$ cat src/rtl/stepper_speed_ramp_core_defines.svh
// ----------------------------------------------------------------------------
// Stepper speed ramp: assertion macros
// Shared property forms for the ramp core; every use is clocked on clk and
// disabled while arst_n is low.
// ----------------------------------------------------------------------------
`ifndef STEPPER_SPEED_RAMP_CORE_DEFINES_SVH
`define STEPPER_SPEED_RAMP_CORE_DEFINES_SVH

// Same-cycle implication.
`define SSR_ASSERT_IMPL(label, ante, cons) \
	label: assert property (@(posedge clk) disable iff (!arst_n) (ante) |-> (cons)) \
		else $error("stepper speed ramp assertion failed");

// Next-cycle implication.
`define SSR_ASSERT_NEXT(label, ante, cons) \
	label: assert property (@(posedge clk) disable iff (!arst_n) (ante) |=> (cons)) \
		else $error("stepper speed ramp assertion failed");

`endif

$ cat src/rtl/ssr_pkg.sv
// ----------------------------------------------------------------------------
// Stepper speed ramp package
// Widths, codes, divider constants and the structs shared by the ramp core.
// ----------------------------------------------------------------------------
package ssr_pkg;

	// Signed rate state width (Q16.8 plus sign at the default of 25).
	localparam int RATE_BITS = 25;

	localparam int REG_W     = 24;
	localparam int VALUE_W   = 25;
	localparam int DT_W      = 16;
	localparam int OPCODE_W  = 2;
	localparam int CFG_IDX_W = 3;

	// Step size is accel * dt / 1000000. The divisor is split into 2^6 * 15625;
	// the shift is free and the odd part goes through a reciprocal multiply.
	localparam int  PROD_W      = REG_W + DT_W;
	localparam int  DIV_SHIFT   = 6;
	localparam int  DIV_ODD     = 15625;
	localparam int  P6_W        = PROD_W - DIV_SHIFT;
	localparam int  LO_W        = (P6_W + 1) / 2;
	localparam int  HI_W        = P6_W - LO_W;
	localparam longint RECIP    = (longint'(1) << P6_W) / DIV_ODD;
	localparam int  RECIP_W     = $clog2(RECIP + 1);
	localparam int  PP_W        = HI_W + RECIP_W + 1;
	localparam int  ODD_W       = $clog2(DIV_ODD + 1);
	localparam int  STEP_W      = $clog2(((longint'(1) << PROD_W) - 1) / 1000000 + 1);
	localparam int  QPROD_W     = STEP_W + ODD_W;

	// Pipeline depth: one input stage plus five divider stages.
	localparam int DIV_STAGES  = 5;
	localparam int PIPE_STAGES = DIV_STAGES + 1;

	// Compare widths for clamping and ramp arithmetic.
	localparam int CMP_W = ((RATE_BITS > VALUE_W) ? RATE_BITS : VALUE_W) + 1;
	localparam int D_W   = ((RATE_BITS > STEP_W) ? RATE_BITS : STEP_W) + 1;
	localparam int MAG_W = RATE_BITS - 1;
	localparam int MIN_W = (MAG_W > REG_W) ? MAG_W : REG_W;

	localparam logic [CMP_W-1:0] RATE_CAP = CMP_W'((longint'(1) << (RATE_BITS - 1)) - 1);
	localparam logic [REG_W-1:0] MAX_RATE_RESET = '1;

	typedef enum logic [OPCODE_W-1:0] {
		OP_TICK       = 2'd0,
		OP_SET_TARGET = 2'd1,
		OP_STOP       = 2'd2,
		OP_SET_ENABLE = 2'd3
	} ssr_op_t;

	typedef enum logic [CFG_IDX_W-1:0] {
		CFG_MAX_RATE      = 3'd0,
		CFG_ACCEL_RATE    = 3'd1,
		CFG_REV_ACCEL     = 3'd2,
		CFG_MIN_RATE      = 3'd3,
		CFG_INVERT_DIR    = 3'd4
	} ssr_cfg_idx_t;

	typedef logic signed [RATE_BITS-1:0] ssr_rate_t;

	typedef struct packed {
		logic [REG_W-1:0] max_rate;
		logic [REG_W-1:0] accel_rate;
		logic [REG_W-1:0] reverse_accel_rate;
		logic [REG_W-1:0] min_rate;
		logic             invert_dir;
	} ssr_cfg_t;

	typedef struct packed {
		ssr_op_t   op;
		ssr_rate_t target;
		logic      enable;
	} ssr_cmd_t;

	typedef struct packed {
		logic             pulse_on;
		logic             dir_level;
		logic [REG_W-1:0] out_rate;
		logic             ramp_reversing;
	} ssr_res_t;

endpackage

$ cat src/rtl/ssr_cfg_regs.sv
// ----------------------------------------------------------------------------
// Stepper speed ramp configuration registers
// Write-only register file for limits, accelerations and direction polarity.
// ----------------------------------------------------------------------------
module ssr_cfg_regs import ssr_pkg::*; (
	input  logic                 clk,
	input  logic                 arst_n,
	input  logic                 cfg_wr_en,
	input  logic [CFG_IDX_W-1:0] cfg_index,
	input  logic [REG_W-1:0]     cfg_data,
	output ssr_cfg_t             cfg
);

	ssr_cfg_t cfg_q;

	always_ff @(posedge clk or negedge arst_n) begin
		if (!arst_n) begin
			cfg_q.max_rate           <= MAX_RATE_RESET;
			cfg_q.accel_rate         <= '0;
			cfg_q.reverse_accel_rate <= '0;
			cfg_q.min_rate           <= '0;
			cfg_q.invert_dir         <= 1'b0;
		end else if (cfg_wr_en) begin
			case (ssr_cfg_idx_t'(cfg_index))
				CFG_MAX_RATE: begin
					cfg_q.max_rate <= cfg_data;
				end
				CFG_ACCEL_RATE: begin
					cfg_q.accel_rate <= cfg_data;
				end
				CFG_REV_ACCEL: begin
					cfg_q.reverse_accel_rate <= cfg_data;
				end
				CFG_MIN_RATE: begin
					cfg_q.min_rate <= cfg_data;
				end
				CFG_INVERT_DIR: begin
					cfg_q.invert_dir <= cfg_data[0];
				end
				default: begin
				end
			endcase
		end
	end

	assign cfg = cfg_q;

endmodule

$ cat config.mk
export PLATFORM = sky130hd
export DESIGN_NAME = ssr_cfg_regs
export DESIGN_NICKNAME = d
export VERILOG_FILES = /design/src/rtl/stepper_speed_ramp_core_defines.svh /design/src/rtl/ssr_pkg.sv /design/src/rtl/ssr_cfg_regs.sv
export SDC_FILE = /design/constraint.sdc
export NUM_CORES = 1
export LEC_CHECK = 0
export BUFFER_PORTS_ARGS = -buffer_cell sky130_fd_sc_hd__buf_4
export CORE_MARGIN = 2
export CORE_UTILIZATION = 54
export CTS_BUF_LIST = sky130_fd_sc_hd__clkbuf_4 sky130_fd_sc_hd__clkbuf_8 sky130_fd_sc_hd__clkbuf_16
export DETAILED_ROUTE_END_ITERATION = 8
export PLACE_DENSITY_LB_ADDON = 0.08
export SETUP_SLACK_MARGIN = 0.05
export SKIP_LAST_GASP = 1
export SYNTH_ARGS = -nofsm -noshare
export SYNTH_HDL_FRONTEND = slang
export SYNTH_SLANG_ARGS = --single-unit
$ cat constraint.sdc
create_clock -name clk -period 1.73 [get_ports clk]
set_input_delay 0.346 -clock clk [delete_from_list [all_inputs] [get_ports clk]]
set_output_delay 0.346 -clock clk [all_outputs]
set_load 0.1 [all_outputs]
Yosys cells after proc, flatten, opt, wreduce, memory -nomap -nowiden
Cells that the tools add are included.
{ "op_classes": {"n_eq_ne": 4, "reduce_logical": 6} }
{ "ops": {"columns": ["operator", "count"], "rows": [
  ["2-bit AND reduction", 5],
  ["3-bit by 2-bit equality test with 1-bit output (second input constant)", 2],
  ["3-bit by 1-bit equality test with 1-bit output (second input constant)", 1],
  ["3-bit equality test (second input constant)", 1],
  ["3-bit zero test", 1]
]} }
{ "word_totals": {"reg_bits": 97, "input_bits": 30, "output_inout_bits": 97} }

Depth between registers and ports, before layout
{ "logic_depth": {"word_depth": 2, "ltp_mapped": 4} }

Worst setup path before layout
No wires, ideal clock.
{ "synth_timing": {"path_kind": "input port to flip-flop", "start": "input port cfg_index[0]", "end": "register cfg_q (netlist bit cfg[73])", "setup_time_ns": 0.082, "arrival_ns": 1.289, "required_time_ns": 1.648, "setup_slack_ns": 0.358, "stages": 3, "n_path_buf": 1, "path_cell_list": "nor4b_4 > buf_6 > mux2_2"} }
{ "synth_between": {"elab_chain_cells": 2} }
{ "synth_lines": {"columns": ["element", "line", "text"], "rows": [
  ["start: declaration", "ssr_cfg_regs.sv:9", "input logic [CFG_IDX_W-1:0] cfg_index,"],
  ["3-bit zero test", "ssr_cfg_regs.sv:24", "case (ssr_cfg_idx_t'(cfg_index))"],
  ["2-bit AND reduction (no line)", null, null],
  ["end: declaration", "ssr_cfg_regs.sv:14", "ssr_cfg_t cfg_q;"]
]} }
Every way passes these cells.
A chain may end at the register's enable or synchronous reset.

Worst setup path in the final report
{ "layout_timing": {"start": "register cfg_q (netlist bit cfg[92])", "end": "output port cfg[92] (netlist bit)"} }
{ "layout_lines": {"columns": ["element", "line", "text"], "rows": [
  ["end: declaration", "ssr_cfg_regs.sv:11", "output ssr_cfg_t cfg"]
]} }
No word-level cell between the ends.

==> impl_results.md <==
* First-pass GRT wire length at between 10000 and 15000 µm
* Fin Clk Skew at 0 ps
* Final slew viol count at 0
* Die H at between 80 and 90 µm
* Largest cells by area after synthesis: dfrtp_1 (49%), mux2_2 (27%), dfstp_2 (17%), buf_6 (2.4%), mux2_4 (2.0%)
* Die width at 87.3 µm
* Max reg flops at 97
* Initial DRC count at 64
* Fin crit share at about nine tenths
* GRT Util Overall at 20.7%
* H-tree levels at 3
* CP startpoint kind: flop
* Initial Utilization at a little under three fifths
* Final WL at ~7400 µm
* Share of the synthesized area in the top cell type at 48.8%
* Delay-heaviest family, CP: flip-flops
* Post-synthesis cell count at roughly 210
* Hold crit path type: in2async
* Port Buffer Count at between 100 and 150
* Crit Path Max Fanout at 2
* Sequential share of the synthesized area at 65.6%
* Clock latency at the later pin of the worst-skew pair at 350 ps
* RSZ-0062 raised after global routing: false
* Hold buffer count at CTS at 0
* DRT Pass-1 Iters at 4
* Total of max-cap violations at 0
* Total nets after synthesis at between 200 and 250
* WS Path Type: reg2out
* Final setup fails at 0
* Register bit count reported by yosys at 97
* Layout area overhead at 33.8%
* Core footprint at 0.00676 mm²
* Clk slew on worst S/H paths at 90 ps
* Synth unique cells at 11
* Placed wire-length estimate at slightly above 5000 µm
* Post-route ant nets at 0
* CTS tree: yes
* Vias per cell at about 5.2
* Global route overflow at 0
* Post-CTS Setup Bufs at 0
* Vias in the first global route at 2270
* Setup TNS at 0 ps
* DRC viols at 0
* Crit-path cells: buf_4
* Synth area leader: dfrtp_1
* Longest Clk Path Bufs at 2
* Slew headroom at around 67%
* CTS Buf Count at 9
* Avg WL per Cell at between 15 and 20 µm
* Share of cells above drive strength 1 at 78.2%
* Status: complete, no violations
* Root buffer cell: clkbuf_8
* Hold Violations, Final at 0
* RD Place Congestion at roughly 0.73
* Num ports at 127
* Mapped cell area at around 0.0037 mm²
* Diode count at 0
* Critical Path AT at between 1000 and 1500 ps
* CTS Sinks at 97
* Yosys warning count at 0
* Post-cts resize count at 0
* Die area at approximately 0.0076 mm²
* Critical Path RT at ~1400 ps
* Vias at between 2000 and 2500
* F_max at approximately 650 MHz
* Initial antenna violation count at 0
* Slowest stage delay, CP at approximately 550 ps
* FP Rows at 30
* Fill count at 460
* CP max stage cell: dfstp_2
* Type of destination of the critical path: output port
* Min cycle time layout at around 1500 ps
* Syn Area/Cell at ~18 µm²
* Largest net degree at the start of global routing at 98
* Buf+Inv Stages, Crit Path at 1
* Slew @ Worst Pin at slightly below 500 ps
* Nets at between 300 and 400
==> final timing paths <==
kind / startpoint / end / slack [ps] / cells after the start
setup / recovery: cfg[92] / cfg[92] / 200 / 1
hold / removal: arst_n / cfg[41] / 20 / 2
hold reg to reg: cfg[13] / cfg[13] / 510 / 1
max in group asynchronous: arst_n / cfg[93] / 1300 / 2
min in group clk: cfg_data[23] / cfg[72] / 240 / 2
setup reg to reg: cfg[60] / cfg[60] / 950 / 1
==> synthesized netlist by cell type <==
| cell | instances |
|---|---|
| mux2_2 | 91 |
| dfrtp_1 | 73 |
| dfstp_2 | 24 |
| buf_6 | 8 |
| mux2_4 | 5 |
| and4bb_1 | 2 |
| buf_2 | 2 |
| and4bb_2 | 1 |
| mux2_1 | 1 |
| nand4b_2 | 1 |
| nor4b_4 | 1 |
==> per-layer routing <==
metal / global-route usage [%] / part of all wire, %
met3: 5.31 / 6.4
met2: 32.3 / 48
met1: 27.4 / 43
met5: 0 / 0
met4: 9.51 / 2.5
==> final cells by class <==
class | count | area, µm² | area share (%)
Clock buffer | 13 | 166 | 3.32
Clock inverter | 3 | 65.1 | 1.30
Multi-Input combinational cell | 102 | 1190 | 23.7
Sequential cell | 97 | 2460 | 49.0
Tap cell | 80 | 100 | 2.00
Timing Repair Buffer | 133 | 1040 | 20.7
==> cell families after synthesis <==
logic type             count (synthesis)  synth area share, %
buffers and inverters                 10                 2.67
and+or+nand+nor                        5                 2.04
muxes                                 97                 29.7
DFF                                   97                 65.6
==> stage by stage <==
stage               instances  utilization (%)  instance area, µm²  worst slack (ps)  hold slack [ps]
global route              428             74.2                5010               162             60.3
floorplan                 209                -                3740               358             50.4
global placement          412             70.8                4780               238              436
CTS                       428             74.2                5010               186             50.9
finish                    428             74.2                5010               196             19.9
detailed placement        412             70.8                4780               223              439
==> layout by cell type, fill, tap and decap left out <==
cell,netlist,layout
buf_4,0,130
mux2_2,91,91
dfrtp_1,73,73
dfstp_2,24,24
clkbuf_8,0,11
mux2_4,5,5
buf_12,0,3
and4bb_1,2,2
clkbuf_4,0,2
bufinv_16,0,2
nor4b_4,1,1
nand4b_2,1,1
and4bb_2,1,1
mux2_1,1,1
clkinv_2,0,1
Power is left out: the tool's default activity adds up to more than one toggle a clock period on the data nets, which glitch-free logic cannot reach.
