**src/rtl/stepper_speed_ramp_core_defines.svh**
```systemverilog
// ----------------------------------------------------------------------------
// Stepper speed ramp: assertion macros
// Shared property forms for the ramp core; every use is clocked on clk and
// disabled while arst_n is low.
// ----------------------------------------------------------------------------
`ifndef STEPPER_SPEED_RAMP_CORE_DEFINES_SVH
`define STEPPER_SPEED_RAMP_CORE_DEFINES_SVH

// Same-cycle implication.
`define SSR_ASSERT_IMPL(label, ante, cons) \
	label: assert property (@(posedge clk) disable iff (!arst_n) (ante) |-> (cons)) \
		else $error("stepper speed ramp assertion failed");

// Next-cycle implication.
`define SSR_ASSERT_NEXT(label, ante, cons) \
	label: assert property (@(posedge clk) disable iff (!arst_n) (ante) |=> (cons)) \
		else $error("stepper speed ramp assertion failed");

`endif

```
**src/rtl/ssr_pkg.sv**
```systemverilog
// ----------------------------------------------------------------------------
// Stepper speed ramp package
// Widths, codes, divider constants and the structs shared by the ramp core.
// ----------------------------------------------------------------------------
package ssr_pkg;

	// Signed rate state width (Q16.8 plus sign at the default of 25).
	localparam int RATE_BITS = 25;

	localparam int REG_W     = 24;
	localparam int VALUE_W   = 25;
	localparam int DT_W      = 16;
	localparam int OPCODE_W  = 2;
	localparam int CFG_IDX_W = 3;

	// Step size is accel * dt / 1000000. The divisor is split into 2^6 * 15625;
	// the shift is free and the odd part goes through a reciprocal multiply.
	localparam int  PROD_W      = REG_W + DT_W;
	localparam int  DIV_SHIFT   = 6;
	localparam int  DIV_ODD     = 15625;
	localparam int  P6_W        = PROD_W - DIV_SHIFT;
	localparam int  LO_W        = (P6_W + 1) / 2;
	localparam int  HI_W        = P6_W - LO_W;
	localparam longint RECIP    = (longint'(1) << P6_W) / DIV_ODD;
	localparam int  RECIP_W     = $clog2(RECIP + 1);
	localparam int  PP_W        = HI_W + RECIP_W + 1;
	localparam int  ODD_W       = $clog2(DIV_ODD + 1);
	localparam int  STEP_W      = $clog2(((longint'(1) << PROD_W) - 1) / 1000000 + 1);
	localparam int  QPROD_W     = STEP_W + ODD_W;

	// Pipeline depth: one input stage plus five divider stages.
	localparam int DIV_STAGES  = 5;
	localparam int PIPE_STAGES = DIV_STAGES + 1;

	// Compare widths for clamping and ramp arithmetic.
	localparam int CMP_W = ((RATE_BITS > VALUE_W) ? RATE_BITS : VALUE_W) + 1;
	localparam int D_W   = ((RATE_BITS > STEP_W) ? RATE_BITS : STEP_W) + 1;
	localparam int MAG_W = RATE_BITS - 1;
	localparam int MIN_W = (MAG_W > REG_W) ? MAG_W : REG_W;

	localparam logic [CMP_W-1:0] RATE_CAP = CMP_W'((longint'(1) << (RATE_BITS - 1)) - 1);
	localparam logic [REG_W-1:0] MAX_RATE_RESET = '1;

	typedef enum logic [OPCODE_W-1:0] {
		OP_TICK       = 2'd0,
		OP_SET_TARGET = 2'd1,
		OP_STOP       = 2'd2,
		OP_SET_ENABLE = 2'd3
	} ssr_op_t;

	typedef enum logic [CFG_IDX_W-1:0] {
		CFG_MAX_RATE      = 3'd0,
		CFG_ACCEL_RATE    = 3'd1,
		CFG_REV_ACCEL     = 3'd2,
		CFG_MIN_RATE      = 3'd3,
		CFG_INVERT_DIR    = 3'd4
	} ssr_cfg_idx_t;

	typedef logic signed [RATE_BITS-1:0] ssr_rate_t;

	typedef struct packed {
		logic [REG_W-1:0] max_rate;
		logic [REG_W-1:0] accel_rate;
		logic [REG_W-1:0] reverse_accel_rate;
		logic [REG_W-1:0] min_rate;
		logic             invert_dir;
	} ssr_cfg_t;

	typedef struct packed {
		ssr_op_t   op;
		ssr_rate_t target;
		logic      enable;
	} ssr_cmd_t;

	typedef struct packed {
		logic             pulse_on;
		logic             dir_level;
		logic [REG_W-1:0] out_rate;
		logic             ramp_reversing;
	} ssr_res_t;

endpackage

```
**src/rtl/ssr_step_div.sv**
```systemverilog
// ----------------------------------------------------------------------------
// Stepper speed ramp step divider
// Pipelined accel * dt / 1000000, truncated, in five stages.
// ----------------------------------------------------------------------------
module ssr_step_div import ssr_pkg::*; (
	input  logic                  clk,
	input  logic [DIV_STAGES-1:0] load,
	input  logic [REG_W-1:0]      accel,
	input  logic [DT_W-1:0]       dt_us,
	output logic [STEP_W-1:0]     step
);

	localparam logic [RECIP_W-1:0] RECIP_C = RECIP_W'(RECIP);
	localparam logic [ODD_W-1:0]   ODD_C   = ODD_W'(DIV_ODD);

	logic [PROD_W-1:0]  prod_s2;
	logic [P6_W-1:0]    p6_s3, p6_s4, p6_s5;
	logic [PP_W-1:0]    pp_hi_s3, pp_lo_s3;
	logic [STEP_W-1:0]  qest_s4, qest_s5, step_s6;
	logic [QPROD_W-1:0] qprod_s5;

	logic [P6_W-1:0] p6;
	logic [PP_W-1:0] pp_sum;
	logic [P6_W-1:0] rem;

	assign p6     = prod_s2[PROD_W-1:DIV_SHIFT];
	// Full product is hi * R * 2^LO_W + lo * R; flooring in two steps is exact.
	assign pp_sum = pp_hi_s3 + (pp_lo_s3 >> LO_W);
	// The estimate is low by at most one, so one compare fixes it.
	assign rem    = p6_s5 - P6_W'(qprod_s5);

	always_ff @(posedge clk) begin
		if (load[0]) begin
			prod_s2 <= PROD_W'(accel) * PROD_W'(dt_us);
		end
		if (load[1]) begin
			p6_s3    <= p6;
			pp_hi_s3 <= PP_W'(p6[P6_W-1:LO_W]) * PP_W'(RECIP_C);
			pp_lo_s3 <= PP_W'(p6[LO_W-1:0]) * PP_W'(RECIP_C);
		end
		if (load[2]) begin
			p6_s4   <= p6_s3;
			qest_s4 <= STEP_W'(pp_sum >> (P6_W - LO_W));
		end
		if (load[3]) begin
			p6_s5    <= p6_s4;
			qest_s5  <= qest_s4;
			qprod_s5 <= QPROD_W'(qest_s4) * QPROD_W'(ODD_C);
		end
		if (load[4]) begin
			step_s6 <= qest_s5 + STEP_W'(rem >= P6_W'(ODD_C));
		end
	end

	assign step = step_s6;

endmodule

```
**config.mk**
```make
export PLATFORM = sky130hd
export DESIGN_NAME = ssr_step_div
export DESIGN_NICKNAME = d
export VERILOG_FILES = /design/src/rtl/stepper_speed_ramp_core_defines.svh /design/src/rtl/ssr_pkg.sv /design/src/rtl/ssr_step_div.sv
export SDC_FILE = /design/constraint.sdc
export NUM_CORES = 2
export LEC_CHECK = 0
export BUFFER_PORTS_ARGS = -buffer_cell sky130_fd_sc_hd__buf_2
export CAP_MARGIN = 30
export CELL_PAD_IN_SITES_DETAIL_PLACEMENT = 0
export CELL_PAD_IN_SITES_GLOBAL_PLACEMENT = 1
export CORE_UTILIZATION = 35
export DETAILED_ROUTE_END_ITERATION = 8
export MAX_ROUTING_LAYER = met4
export PLACE_DENSITY = 0.6
export SETUP_SLACK_MARGIN = 0.3
export SYNTH_ARGS = -nofsm -noshare
export SYNTH_HDL_FRONTEND = slang
export SYNTH_SLANG_ARGS = --single-unit
```
**constraint.sdc**
```tcl
create_clock -name clk -period 8.5 [get_ports clk]
set_clock_uncertainty 0.2 [all_clocks]
set_input_delay 0.85 -clock clk [delete_from_list [all_inputs] [get_ports clk]]
set_output_delay 0.85 -clock clk [all_outputs]
set_load 0.01 [all_outputs]
```
# Word-level counts from Yosys, hierarchy flattened
# Cells that the tools add are included.
[word_totals]
register_bits = 315
latch_bits = 0
mem_bits_rw = 0
rom_bits = 0
inputBits = 46
mem_count = 0
[classes]
add_sub_neg = 3
multipliers = 4
n_div = 0
magnitude_cmp = 1
n_eq_ne = 0
shift = 0
n_mux = 0
bitwise_logic = 0
reduce_logical = 0
[ops]
columns = ["operator", "count"]
rows = [
  ["$mul 17x21->38 const B", 2],
  ["$mul 24x16->40", 1],
  ["$add 38x21->38", 1],
  ["$ge 34x14->1 const B", 1],
  ["$mul 21x14->34 const B", 1],
  ["$sub 34x34->34", 1],
  ["$add 21x1->21", 1],
]

# Longest topological paths before layout
[logic_depth]
depth_word = 3
mapped_depth = 26

# Worst setup path before layout
# OpenSTA, ideal clock, no wires.
[synth_path]
path_type = "input to register"
startpoint = "in accel[12]"
endpoint = "reg prod_s2[33], data pin"
setup_ns = 0.259
t_arrival_ns = 6.391
required_ns = 8.041
setup_slack_ns = 1.651
cell_stages = 23
n_path_buf = 1
cell_sequence = "clkbuf_1 nand2_1 fa_1 fa_1 inv_1 fa_1 fa_1 fa_1 inv_1 fa_1 inv_1 ha_1 a21oi_1 o21ai_0 a211oi_1 a21oi_1 nor3_1 nor2b_1 o21ai_0 nand2b_1 a21o_1 a21oi_1 xnor2_1"
[synth_between]
elab_chain_cells = 1
[synth_lines]
columns = ["item", "line_no", "text"]
rows = [
  ["from (decl)", "ssr_step_div.sv:8", "input logic [REG_W-1:0] accel,"],
  ["$mul 24x16->40", "ssr_step_div.sv:34", "prod_s2 <= PROD_W'(accel) * PROD_W'(dt_us);"],
  ["to (signal assigned)", "ssr_step_div.sv:34", ""],
  ["to (decl)", "ssr_step_div.sv:16", "logic [PROD_W-1:0] prod_s2;"],
]
# Every way passes these cells.
# A chain may end at the register's enable or synchronous reset.

# Worst setup path in the final report
[layout_path]
startpoint = "reg prod_s2[11]"
endpoint = "reg pp_lo_s3[37], data pin"
[layout_between]
elab_chain_cells = 1
[layout_lines]
columns = ["item", "line_no", "text"]
rows = [
  ["$mul 17x21->38", "ssr_step_div.sv:39", "pp_lo_s3 <= PP_W'(p6[LO_W-1:0]) * PP_W'(RECIP_C);"],
  ["to (signal assigned)", "ssr_step_div.sv:39", ""],
  ["to (decl)", "ssr_step_div.sv:18", "logic [PP_W-1:0] pp_hi_s3, pp_lo_s3;"],
]
# Every way passes these cells.

==> qor.txt <==
Status - completed
Slew Viols, Final - 0
Layout cells sized above 1 - 0.0418
Asr flop ratio synth - 0
Critical path arrival - 7.42 ns
Largest net degree at the start of global routing - 74
DR vias - 25200
Worst skew pair latency - 0.54 ns
HP Class - reg2reg
Post-route setup TNS - 0 ns
Post-Synthesis Cells - 3849
Synthesized cell area - 40100 um^2
Crit-path cells - fa_1 -> inv_1 -> fa_1 -> fa_1 -> fa_1 -> inv_1 -> fa_1 -> fa_1 -> ha_1 -> a2111o_1 -> or3_1 -> nor3_2 -> o31ai_2 -> o41ai_4 -> o211ai_2 -> a2111oi_4 -> o22ai_1 -> o21a_1 -> o21ai_1 -> nand2b_1
Max Cap Viol - 0
Cts repair resizes - 0
Hold Buf Count CTS - 0
Synth Register Bits - 288
Rel. slew slack - 0.389
Post-layout min period - 7.35 ns
Number of distinct library cells after synthesis - 72
Crit path launch - prod_s2[11]$_DFFE_PP_
TritonCTS buffer count - 35
Die width - 341 um
CP Launch Type - flop
Wirelength per Cell - 17.4 um
Worst-case clock buffer depth - 3
Non-filler instance count after layout - 5427
CTS tree - built
Worst r2r dst - pp_lo_s3[37]$_DFFE_PP_
Dpl cells - 5363
Max incr delay on CP - 0.78 ns
WHS Endpoint - p6_s5[8]$_DFFE_PP_
Hold Startpoint - p6_s4[8]$_DFFE_PP_
Gp weighted congestion - 0.866
Commonest non-fill, non-tap cell in the layout - inv_1
Grt ovf - 0
Critical path's most frequent cell - fa_1
RSZ-0062 raised after global routing - false
Core box area - 113000 um^2
Post-synth top flop - edfxtp_1
Reg clk slew, reported paths - 0.06 ns
Starting Density - 0.355
WL final - 94200 um
1st-iter DRT viols - 906
Setup violators final - 0
Die Footprint - 116000 um^2
CTS Root Cell - clkbuf_16
Vias in the first global route - 27100
Area grow syn2layout - 8.30%
Crit Path Category - reg2reg
CP Max Fanout - 4
Worst Hold Path Cells - 0
Number of I/O port buffers - 66
Global-route wire length before repair - 153000 um
Yosys warnings - 0
Syn Nets - 5092
Initial antenna violation count - 1
I/O pins - 67
Post-CTS Setup Bufs - 0
Number of routed nets with antenna violations - 0
Clock sink total - 288
Crit end category - flop
Maximum clock rate - 0.136 GHz
Core Rows - 123
DP Wirelength - 79000 um
GRT Total Usage - 0.173
Residual DRC - 0
Hold Violations, Final - 0
Worst Path Required - 8.57 ns
Final hold slack - 0.212 ns
Post-synthesis sequential area ratio - 0.216
Commonest non-fill, non-tap cells in the layout - inv_1 (972), fa_1 (626), ha_1 (571)
Fin crit share - 0.865
Number of flops mapped to enable cells by yosys - 288
Slowest stage cell, crit path - fa_1
Antenna cell count - 0
First-pass detailed-route iteration total - 5
Synth Area per Inst - 10.4 um^2
Worst slew pin tran - 0.906 ns
H-Tree Depth - 2
Nets - 5144
Final core occ - 0.384
Reg2reg setup slack - 1.15 ns
Die Span Y - 341 um
R2R Path Start - prod_s2[11]$_DFFE_PP_
Via density - 4.65
Reg2reg path depth - 20
==> per-stage QoR <==
step / setup WS, ns / area [um^2]
after floorplan: 1.65 / 40100
after global placement: 0.888 / 42200
after detailed placement: 0.792 / 42200
after CTS: 1.09 / 43400
after global routing: 0.750 / 43400
final: 1.15 / 43400
==> state kept, by name, indices dropped and copies added, names as in the netlist <==
signal and count:
qprod_s5 31, p6_s4 34, qest_s5 21, qest_s4 21
pp_hi_s3 37, p6_s3 34, p6_s5 34, prod_s2 34
pp_lo_s3 21, step 21
==> synth_stat cells (all sizes together) (4+ instances only) <==
| cell type | count | area [um^2] |
|---|---|---|
| a2111oi | 6 | 78.8 |
| a211o | 6 | 52.6 |
| a211oi | 11 | 82.6 |
| a21o | 57 | 428 |
| a21oi | 129 | 653 |
| a311oi | 4 | 35.0 |
| a31o | 6 | 52.6 |
| a31oi | 8 | 50.1 |
| and2 | 177 | 1110 |
| and3 | 16 | 100 |
| and4 | 7 | 61.3 |
| clkbuf | 67 | 251 |
| edfxtp | 288 | 8650 |
| fa | 626 | 12500 |
| ha | 571 | 7140 |
| inv | 972 | 3650 |
| mux2i | 4 | 40.0 |
| nand2 | 290 | 1090 |
| nand2b | 15 | 93.8 |
| nand3 | 39 | 195 |
| nand4 | 31 | 194 |
| nor2 | 94 | 355 |
| nor2b | 26 | 163 |
| nor3 | 27 | 140 |
| nor4 | 5 | 31.3 |
| o2111ai | 6 | 52.6 |
| o211ai | 6 | 50.1 |
| o21a | 32 | 240 |
| o21ai | 71 | 355 |
| o21bai | 17 | 128 |
| o22ai | 5 | 31.3 |
| o31ai | 4 | 35.0 |
| o41ai | 5 | 70.1 |
| or2 | 9 | 56.3 |
| or3 | 4 | 25.0 |
| xnor2 | 120 | 1050 |
| xor2 | 46 | 403 |
==> logic make-up (layout without fill, tap and decap cells) <==
group                    count (synthesis)  count (layout)  share of synthesized area
multiplexers                             5               5                    0.00128
buffers and inverters                 1039            1117                     0.0972
flip-flops                             288             288                      0.216
XOR/XNOR                               166             166                     0.0363
AND/OR/NAND/NOR                        750             750                     0.0921
adder cells (fa/ha/maj)               1197            1197                      0.491
AO/OA/AOI/OAI                          404             404                     0.0669
==> worst max path at each step <==
stage | end | slack [ns]
after detailed placement | prod_s2[33]$_DFFE_PP_ | 0.79
final | pp_lo_s3[37]$_DFFE_PP_ | 1.15
after global routing | pp_lo_s3[37]$_DFFE_PP_ | 0.75
after floorplan | prod_s2[33]$_DFFE_PP_ | 1.65
after CTS | pp_lo_s3[37]$_DFFE_PP_ | 1.09
after global placement | prod_s2[28]$_DFFE_PP_ | 0.89
==> per-layer routing <==
layer,routed length (um),up-vias,global-route usage
li1,-,12300,-
met1,45700,12600,0.235
met2,45100,320,0.288
met3,2250,53,0.0144
met4,1140,0,0.0249
met5,0,-,-
==> cell type report <==
class	instances	area, um^2
clock inverter	19	256
inverter	972	3650
tap	1500	1880
clock buffer	44	952
timing repair buffer	82	493
fill	11300	69700
sequential	288	8650
multi-input combinational	2522	27600
==> critical path, delay by kind of cell (launching register included) <==
kind	cells	cell delay, ns
AO/OA/AOI/OAI	8	2.12
adder cells (fa/ha/maj)	7	3.58
buffers and inverters	2	0.18
flip-flops	1	0.41
AND/OR/NAND/NOR	3	0.59
Power is left out: the tool's default activity adds up to more than one toggle a clock period on the data nets, which glitch-free logic cannot reach.
